--- src/design/sat_pkg.sv ---
`timescale 1ns / 1ps
// ----------------------------------------------------------------------------
// sat_pkg: shared types and constants of the sorted array table
// Field widths, action and status codes, and the sequencer state type.
// ----------------------------------------------------------------------------
package sat_pkg;

    localparam int CAPACITY_DEF = 16;

    localparam int DATA_W   = 32;
    localparam int ACTION_W = 2;
    localparam int STATUS_W = 2;
    localparam int POS_W    = 4;
    localparam int FILL_W   = 5;

    typedef logic [ACTION_W-1:0] t_action;
    typedef logic [STATUS_W-1:0] t_status;

    localparam t_action ACT_INSERT = 2'd0;
    localparam t_action ACT_REMOVE = 2'd1;
    localparam t_action ACT_SEARCH = 2'd2;
    localparam t_action ACT_NOP    = 2'd3;

    localparam t_status ST_OK      = 2'd0;
    localparam t_status ST_FULL    = 2'd1;
    localparam t_status ST_MISSING = 2'd2;

    typedef enum logic [2:0] {
        S_IDLE,
        S_INS_CMP,
        S_INS_WR,
        S_SRCH,
        S_SRCH_CMP,
        S_RM_RD,
        S_RM_MV,
        S_DONE
    } t_state;

endpackage

--- src/design/sat_if.sv ---
`timescale 1ns / 1ps
// ----------------------------------------------------------------------------
// sat_if: request and result channels of the sorted array table
// Valid/ready channels; a word moves when valid and ready are both high.
// ----------------------------------------------------------------------------
interface sat_in_if import sat_pkg::*; ();
    logic                     valid;
    logic                     ready;
    logic [ACTION_W-1:0]      action;
    logic signed [DATA_W-1:0] value;

    modport source (output valid, action, value, input ready);
    modport sink   (input valid, action, value, output ready);
endinterface

interface sat_out_if import sat_pkg::*; ();
    logic                valid;
    logic                ready;
    logic [STATUS_W-1:0] status;
    logic [POS_W-1:0]    position;
    logic [FILL_W-1:0]   fill_count;

    modport source (output valid, status, position, fill_count, input ready);
    modport sink   (input valid, status, position, fill_count, output ready);
endinterface

--- src/design/sorted_array_table_top.sv ---
`timescale 1ns / 1ps
// ----------------------------------------------------------------------------
// sorted_array_table_top: sorted table with insert, remove and binary search
// Keeps up to CAPACITY signed words in ascending order in one RAM.
//
//   channel  dir  word fields                      accepted when
//   i_in     in   action, value                    valid && ready
//   o_res    out  status, position, fill_count     valid && ready
//
// Steps from acceptance to result: insert moves each larger entry up one
//   place, then writes the word (full: straight to result); search reads the
//   middle entry once per halving step; remove runs a found search and then
//   moves each later entry down one place.
// Reset clears the count and the result valid; the RAM needs no clearing.
// One word in flight; the next is taken while the last result waits, and a
// stalled result holds completion of the following word.
// ----------------------------------------------------------------------------
module sorted_array_table_top import sat_pkg::*; #(
    parameter int CAPACITY = CAPACITY_DEF
) (
    input  logic i_clk,
    input  logic i_rst_n,
    sat_in_if.sink    i_in,
    sat_out_if.source o_res
);

    localparam int AW = (CAPACITY > 1) ? $clog2(CAPACITY) : 1;
    localparam int CW = $clog2(CAPACITY + 1);

    t_state                   r_state,  n_state;
    logic [CW-1:0]            r_count,  n_count;
    logic [AW-1:0]            r_idx,    n_idx;
    logic [CW-1:0]            r_lo,     n_lo;
    logic [CW-1:0]            r_hix,    n_hix;
    logic [AW-1:0]            r_mid,    n_mid;
    logic [AW-1:0]            r_pos,    n_pos;
    logic signed [DATA_W-1:0] r_value,  n_value;
    t_action                  r_action, n_action;
    t_status                  r_status, n_status;
    logic                     r_ov,     n_ov;
    t_status                  r_o_status, n_o_status;
    logic [POS_W-1:0]         r_o_pos,    n_o_pos;
    logic [FILL_W-1:0]        r_o_cnt,    n_o_cnt;

    logic                     w_we;
    logic [AW-1:0]            w_waddr;
    logic [DATA_W-1:0]        w_wdata;
    logic [AW-1:0]            w_raddr;
    logic [DATA_W-1:0]        w_rdata;

    logic [CW:0]              w_sum;
    logic [CW:0]              w_idx_x;
    logic [CW:0]              w_cnt_x;
    logic [CW-1:0]            w_cm1;
    logic [AW+POS_W-1:0]      w_pos_x;
    logic [CW+FILL_W-1:0]     w_cnt_o;

    sat_ram #(
        .WIDTH (DATA_W),
        .DEPTH (CAPACITY),
        .AW    (AW)
    ) u_ram (
        .i_clk   (i_clk),
        .i_we    (w_we),
        .i_waddr (w_waddr),
        .i_wdata (w_wdata),
        .i_raddr (w_raddr),
        .o_rdata (w_rdata)
    );

    assign w_sum   = {1'b0, r_lo} + {1'b0, r_hix} - (CW+1)'(1);
    assign w_idx_x = (CW+1)'(r_idx);
    assign w_cnt_x = {1'b0, r_count};
    assign w_cm1   = r_count - CW'(1);
    assign w_pos_x = (AW+POS_W)'(r_pos);
    assign w_cnt_o = (CW+FILL_W)'(r_count);

    assign i_in.ready       = (r_state == S_IDLE);
    assign o_res.valid      = r_ov;
    assign o_res.status     = r_o_status;
    assign o_res.position   = r_o_pos;
    assign o_res.fill_count = r_o_cnt;

    always_comb begin
        n_state    = r_state;
        n_count    = r_count;
        n_idx      = r_idx;
        n_lo       = r_lo;
        n_hix      = r_hix;
        n_mid      = r_mid;
        n_pos      = r_pos;
        n_value    = r_value;
        n_action   = r_action;
        n_status   = r_status;
        n_ov       = r_ov;
        n_o_status = r_o_status;
        n_o_pos    = r_o_pos;
        n_o_cnt    = r_o_cnt;
        w_we       = 1'b0;
        w_waddr    = r_idx;
        w_wdata    = r_value;
        w_raddr    = r_idx;

        if (r_ov && o_res.ready) begin
            n_ov = 1'b0;
        end

        case (r_state)
            S_IDLE: begin
                if (i_in.valid) begin
                    n_value  = i_in.value;
                    n_action = i_in.action;
                    n_status = ST_OK;
                    n_pos    = '0;
                    n_lo     = '0;
                    n_hix    = r_count;
                    case (i_in.action)
                        ACT_INSERT: begin
                            if (r_count >= CW'(CAPACITY)) begin
                                n_status = ST_FULL;
                                n_state  = S_DONE;
                            end else if (r_count == '0) begin
                                n_idx   = '0;
                                n_state = S_INS_WR;
                            end else begin
                                n_idx   = r_count[AW-1:0];
                                w_raddr = w_cm1[AW-1:0];
                                n_state = S_INS_CMP;
                            end
                        end
                        ACT_REMOVE, ACT_SEARCH: begin
                            n_state = S_SRCH;
                        end
                        default: begin
                            n_state = S_DONE;
                        end
                    endcase
                end
            end
            S_INS_CMP: begin
                w_we    = 1'b1;
                w_waddr = r_idx;
                if (r_value < $signed(w_rdata)) begin
                    w_wdata = w_rdata;
                    n_idx   = r_idx - AW'(1);
                    if (r_idx == AW'(1)) begin
                        n_state = S_INS_WR;
                    end else begin
                        w_raddr = r_idx - AW'(2);
                    end
                end else begin
                    w_wdata = r_value;
                    n_count = r_count + CW'(1);
                    n_state = S_DONE;
                end
            end
            S_INS_WR: begin
                w_we    = 1'b1;
                w_waddr = r_idx;
                w_wdata = r_value;
                n_count = r_count + CW'(1);
                n_state = S_DONE;
            end
            S_SRCH: begin
                if (r_lo < r_hix) begin
                    n_mid   = w_sum[AW:1];
                    w_raddr = w_sum[AW:1];
                    n_state = S_SRCH_CMP;
                end else begin
                    n_status = ST_MISSING;
                    n_state  = S_DONE;
                end
            end
            S_SRCH_CMP: begin
                if ($signed(w_rdata) == r_value) begin
                    n_pos = r_mid;
                    if (r_action == ACT_REMOVE) begin
                        n_idx   = r_mid;
                        n_state = S_RM_RD;
                    end else begin
                        n_state = S_DONE;
                    end
                end else if ($signed(w_rdata) < r_value) begin
                    n_lo    = CW'(r_mid) + CW'(1);
                    n_state = S_SRCH;
                end else begin
                    n_hix   = CW'(r_mid);
                    n_state = S_SRCH;
                end
            end
            S_RM_RD: begin
                if ((w_idx_x + (CW+1)'(1)) < w_cnt_x) begin
                    w_raddr = r_idx + AW'(1);
                    n_state = S_RM_MV;
                end else begin
                    n_count = r_count - CW'(1);
                    n_state = S_DONE;
                end
            end
            S_RM_MV: begin
                w_we    = 1'b1;
                w_waddr = r_idx;
                w_wdata = w_rdata;
                n_idx   = r_idx + AW'(1);
                if ((w_idx_x + (CW+1)'(2)) < w_cnt_x) begin
                    w_raddr = r_idx + AW'(2);
                end else begin
                    n_count = r_count - CW'(1);
                    n_state = S_DONE;
                end
            end
            S_DONE: begin
                if (!r_ov || o_res.ready) begin
                    n_ov       = 1'b1;
                    n_o_status = r_status;
                    n_o_pos    = w_pos_x[POS_W-1:0];
                    n_o_cnt    = w_cnt_o[FILL_W-1:0];
                    n_state    = S_IDLE;
                end
            end
            default: begin
                n_state = S_IDLE;
            end
        endcase
    end

    always_ff @(posedge i_clk) begin
        if (!i_rst_n) begin
            r_state <= S_IDLE;
            r_count <= '0;
            r_ov    <= 1'b0;
        end else begin
            r_state <= n_state;
            r_count <= n_count;
            r_ov    <= n_ov;
        end
    end

    always_ff @(posedge i_clk) begin
        r_idx      <= n_idx;
        r_lo       <= n_lo;
        r_hix      <= n_hix;
        r_mid      <= n_mid;
        r_pos      <= n_pos;
        r_value    <= n_value;
        r_action   <= n_action;
        r_status   <= n_status;
        r_o_status <= n_o_status;
        r_o_pos    <= n_o_pos;
        r_o_cnt    <= n_o_cnt;
    end

    a_count_bound: assert property (@(posedge i_clk) disable iff (!i_rst_n)
        r_count <= CW'(CAPACITY))
        else $error("entry count above capacity");

    a_count_at_done: assert property (@(posedge i_clk) disable iff (!i_rst_n)
        ($past(i_rst_n) && (r_count != $past(r_count))) |-> (r_state == S_DONE))
        else $error("entry count moved outside completion");

    a_write_busy: assert property (@(posedge i_clk) disable iff (!i_rst_n)
        w_we |-> ((r_state != S_IDLE) && (r_state != S_DONE)))
        else $error("RAM write while not working on a word");

    a_write_addr: assert property (@(posedge i_clk) disable iff (!i_rst_n)
        w_we |-> ((CW+1)'(w_waddr) < (CW+1)'(CAPACITY)))
        else $error("RAM write beyond capacity");

endmodule

--- src/design/sat_ram.sv ---
`timescale 1ns / 1ps
// ----------------------------------------------------------------------------
// sat_ram: generic simple dual-port RAM
// One write port, one read port, read data registered.
// ----------------------------------------------------------------------------
module sat_ram #(
    parameter int WIDTH = 32,
    parameter int DEPTH = 16,
    parameter int AW    = (DEPTH > 1) ? $clog2(DEPTH) : 1
) (
    input  logic             i_clk,
    input  logic             i_we,
    input  logic [AW-1:0]    i_waddr,
    input  logic [WIDTH-1:0] i_wdata,
    input  logic [AW-1:0]    i_raddr,
    output logic [WIDTH-1:0] o_rdata
);

    logic [WIDTH-1:0] r_mem [DEPTH];
    logic [WIDTH-1:0] r_rdata;

    always_ff @(posedge i_clk) begin
        if (i_we) begin
            r_mem[i_waddr] <= i_wdata;
        end
        r_rdata <= r_mem[i_raddr];
    end

    assign o_rdata = r_rdata;

endmodule

--- src/flat_wrapper.sv ---
// flat-port wrapper written by rule: the top's interface ports become plain ports
module sorted_array_table_top_flat import sat_pkg::*;
#(
    parameter int CAPACITY = CAPACITY_DEF
)
  (i_clk, i_rst_n, i_in_valid, i_in_action, i_in_value, i_in_ready, o_res_valid, o_res_status, o_res_position, o_res_fill_count, o_res_ready);
  sat_in_if i_in_i ();
  sat_out_if o_res_i ();
  input  logic i_clk;
  input  logic i_rst_n;
  input wire logic [$bits(i_in_i.valid)-1:0] i_in_valid;
  input wire logic [$bits(i_in_i.action)-1:0] i_in_action;
  input wire logic [$bits(i_in_i.value)-1:0] i_in_value;
  output wire logic [$bits(i_in_i.ready)-1:0] i_in_ready;
  output wire logic [$bits(o_res_i.valid)-1:0] o_res_valid;
  output wire logic [$bits(o_res_i.status)-1:0] o_res_status;
  output wire logic [$bits(o_res_i.position)-1:0] o_res_position;
  output wire logic [$bits(o_res_i.fill_count)-1:0] o_res_fill_count;
  input wire logic [$bits(o_res_i.ready)-1:0] o_res_ready;
  assign i_in_i.valid = i_in_valid;
  assign i_in_i.action = i_in_action;
  assign i_in_i.value = i_in_value;
  assign i_in_ready = i_in_i.ready;
  assign o_res_valid = o_res_i.valid;
  assign o_res_status = o_res_i.status;
  assign o_res_position = o_res_i.position;
  assign o_res_fill_count = o_res_i.fill_count;
  assign o_res_i.ready = o_res_ready;
  sorted_array_table_top #(.CAPACITY(CAPACITY)) u_core (.i_clk(i_clk), .i_rst_n(i_rst_n), .i_in(i_in_i), .o_res(o_res_i));
endmodule
--- config.mk ---
export PLATFORM = sky130hd
export DESIGN_NAME = sorted_array_table_top_flat
export DESIGN_NICKNAME = d
export VERILOG_FILES = /design/src/design/sat_pkg.sv /design/src/design/sat_if.sv /design/src/design/sorted_array_table_top.sv /design/src/design/sat_ram.sv /design/src/flat_wrapper.sv
export SDC_FILE = /design/constraint.sdc
export NUM_CORES = 1
export LEC_CHECK = 0
export BUFFER_PORTS_ARGS = -buffer_cell sky130_fd_sc_hd__buf_2
export CELL_PAD_IN_SITES_DETAIL_PLACEMENT = 1
export CELL_PAD_IN_SITES_GLOBAL_PLACEMENT = 2
export CORE_MARGIN = 2
export CORE_UTILIZATION = 47
export DETAILED_ROUTE_END_ITERATION = 12
export GPL_ROUTABILITY_DRIVEN = 0
export PLACE_DENSITY = 0.92
export SLEW_MARGIN = 15
export SYNTH_ARGS = -nofsm -noshare
export SYNTH_HDL_FRONTEND = slang
export SYNTH_SLANG_ARGS = --single-unit
--- constraint.sdc ---
create_clock -name i_clk -period 4.3 [get_ports i_clk]
set_input_delay 0.86 -clock i_clk [delete_from_list [all_inputs] [get_ports i_clk]]
set_output_delay 0.86 -clock i_clk [all_outputs]
set_load 0.005 [all_outputs]
==> results.yml <==
run_status:
  status: "finished, final reports clean"
worst_setup_path:
  reg2reg_slack_ns: 0.07
  path_common_cell: "buf_4"
  worst_ep_arrival_time_ns: 4.71
  path_cells: "inv_1 -> ha_1 -> nand2_1 -> o21ai_0 -> a21oi_1 -> o211ai_1 -> a2111oi_4 -> buf_4 -> o31ai_1 -> buf_4 -> a21oi_4 -> buf_4 -> a311oi_1 -> a32o_1 -> or3_1"
  crit_start: "u_core.r_value[23]"
  critPathMaxStageDelay_ns: 0.52
  end_kind: "flip-flop"
  worst-r2r-cell-count: 15
  r2r_start: "u_core.r_value[23]"
  critPathKind: "flip-flop to flip-flop"
  cp_max_fo: 8
  crit_end: "u_core.u_ram.o_rdata[1]"
  startpoint_type: "flip-flop"
  slowest_stage: "a2111oi_4"
  reg2reg_to: "u_core.u_ram.o_rdata[1]"
  cp_data_required_time_ns: 4.77
sta:
  skew_ns: 0.0293
  finalHoldViolCount: 0
  rsz0062_at_grt: "yes"
  worst_pin_slew_ns: 1.06
  fin_crit_ns: 4.23
  fin_crit_sh_pct: 98.5
  fmax_mhz: 236
  slew_viol_final: 0
  timing.final.ws_setup_ns: 0.0663
  setup_violations: 0
  slew_headroom_pct: 29.6
  timing.setup.tns_ns: 0
cts:
  clkTransAtPathRegs_ns: 0.06
  h-tree-depth: 3
  cts-buffers-inserted: 67
  clk_path_buf_depth: 3
  cts_tree: "built"
  cts_root_buf: "clkbuf_16"
  cts-hold-fix-buffers: 0
  cts_sinks: 622
  worstSkewPairLatency_ns: 0.62
global_routing:
  grt-ovfl-total: 0
  grt_usage_pct: 27.0
  grt_pass1_vias: 17500
  grt_max_degree: 47
  grt_first_pass_wirelength_microns: 113000
  antenna_found_initial: 0
synthesis:
  synth_top_area_cell: "edfxtp_1"
  synth_cells: 1666
  syn_nets: 1767
  ys_types: 86
  yosys_most_used_dff: "edfxtp_1"
  async_reset_ff_share_pct: 0
  ys_seq_area_share_pct: 70.5
  ys_ff_latch: 622
  synth-edff-count: 581
  ys_warn_count: 0
  syn_area_per_cell_sq_um: 15.6
  syn-cell-area_sq_um: 25900
  synth.area.top_cells: "edfxtp_1 67%, mux2i_1 6.3%, dfxtp_1 3.2%"
  netlist.area_leader.share_pct: 67.3
route:
  wl_microns: 76600
  drt_iter0_drc: 1713
  ant_nets: 0
  vias_per_cell: 6.30
  via_count: 16300
  drcViolationCount: 0
  dr.pass1.iters: 6
  wl_per_cell_microns: 29.6
place:
  dp_slack_ns: -0.00446
  place_inst: 2459
  dpl.hpwl_microns: 45600
  post_dp_cell_area_sq_um: 28300
  numPortBuffers: 50
layout:
  final_common_cell: "edfxtp_1"
  area_delta_synth_final_pct: 17.9
  final_area_sq_um: 30600
  final_cells: 2590
  fin_nets: 1935
  final_cell_mix: "581 x edfxtp_1, 162 x mux2i_1, 115 x nand2_1"
  n_antenna_cell: 0
  final_layout_size_suffix_gt1_share_pct: 19.9
die:
  ioPinCount: 51
  initial_core_util_pct: 47.3
  num_rows: 86
  die_w_microns: 239
  fp.dieH_microns: 239
  core-area_sq_um: 54800
  die_area_sq_um: 57000
worst_hold_path:
  holdCritPathClass: "primary input to flip-flop"
run:
  maxCapViolCount: 0
## worst min-delay path by stage
stage                                  start                  endpoint  depth (start not counted)
after floorplan              u_core.r_pos[0]  u_core.o_res.position[0]                          0
after global placement    u_core.r_status[0]    u_core.o_res.status[0]                          0
after detailed placement  u_core.r_status[0]    u_core.o_res.status[0]                          0
after CTS                      i_in_value[4]         u_core.r_value[4]                          1
after global routing           i_in_value[4]         u_core.r_value[4]                          1
final                          i_in_value[4]         u_core.r_value[4]                          1
## cell families after synthesis
kind of cell    Yosys count  share of synthesized area, %
flops                   622                          70.5
xor+xnor                 15                         0.536
mux                     197                          7.77
compound gates          316                          9.71
buf+inv                 146                          2.42
fa+ha+maj                63                          3.07
simple gates            307                          6.00
## worst max-delay path, delay by kind of cell, from the launching register on
family	cells	cell delay, ns
and+or+nand+nor	2	0.54
AOI/OAI and AO/OA	8	2.05
adders and majority gates	1	0.24
DFF	1	0.47
buffers and inverters	4	0.79
## metrics by stage
step | hold slack, ns | utilization (%)
final | 0.414 | 55.8
after global routing | 0.405 | 55.8
after CTS | 0.394 | 55.6
after detailed placement | 0.408 | 51.6
after global placement | 0.406 | 51.6
after floorplan | 0.400 | -
## timing repair
item | CTS | global route
setup endpoints to repair | 9 | 32
pin swaps | 0 | 7
buffers inserted | 0 | 10
gates resized for setup | 1 | 15
## cell type report
cell class              instances  area, sq um
multi-input cells             898         7280
clock inverters                35          320
clock buffers                  86         1840
flip-flops and latches        622        18300
repair buffers                182         1740
well taps                     704          881
inverters                      63          239
fillers                      5042        24200
## flip-flops by register name (all words and copies together) (netlist names), 3 cells and up
name,cells
u_core.r_state,3
u_core.r_mid,4
u_core.r_count,5
u_core.o_res.fill_count,5
u_core.r_lo,5
u_core.r_idx,4
u_core.r_hix,5
u_core.u_ram.r_mem,512
u_core.r_pos,4
u_core.r_value,32
u_core.o_res.position,4
u_core.u_ram.o_rdata,32
## metal layers
metal / global-route usage [%] / up-vias / part of all wire [%]
met3: 4.58 / 199 / 7.4
met4: 12.3 / 0 / 4.2
li1: - / 6896 / -
met2: 45.6 / 801 / 50
met5: 0 / - / 0
met1: 34.0 / 8418 / 39
## cells in the mapped netlist (8+ instances only)
| cell | instances |
|---|---|
| o22a_1 | 32 |
| nand2_1 | 115 |
| or3_1 | 34 |
| inv_1 | 61 |
| a311oi_1 | 31 |
| a21o_1 | 12 |
| o22ai_1 | 67 |
| nand4_1 | 8 |
| or2_1 | 27 |
| a32o_1 | 31 |
| o21ai_0 | 16 |
| edfxtp_1 | 581 |
| ha_1 | 62 |
| nor3_1 | 12 |
| nor2b_1 | 8 |
| xnor2_1 | 8 |
| buf_1 | 8 |
| a2bb2oi_1 | 31 |
| mux2i_1 | 163 |
| a21oi_1 | 25 |
| dfxtp_1 | 41 |
| nand3_1 | 14 |
| clkbuf_1 | 21 |
| mux2_2 | 34 |
| nor2_1 | 47 |
| buf_2 | 49 |
Power is not shown: default switching activity piles up to over one toggle a cycle in this logic, so the estimate is an artifact.
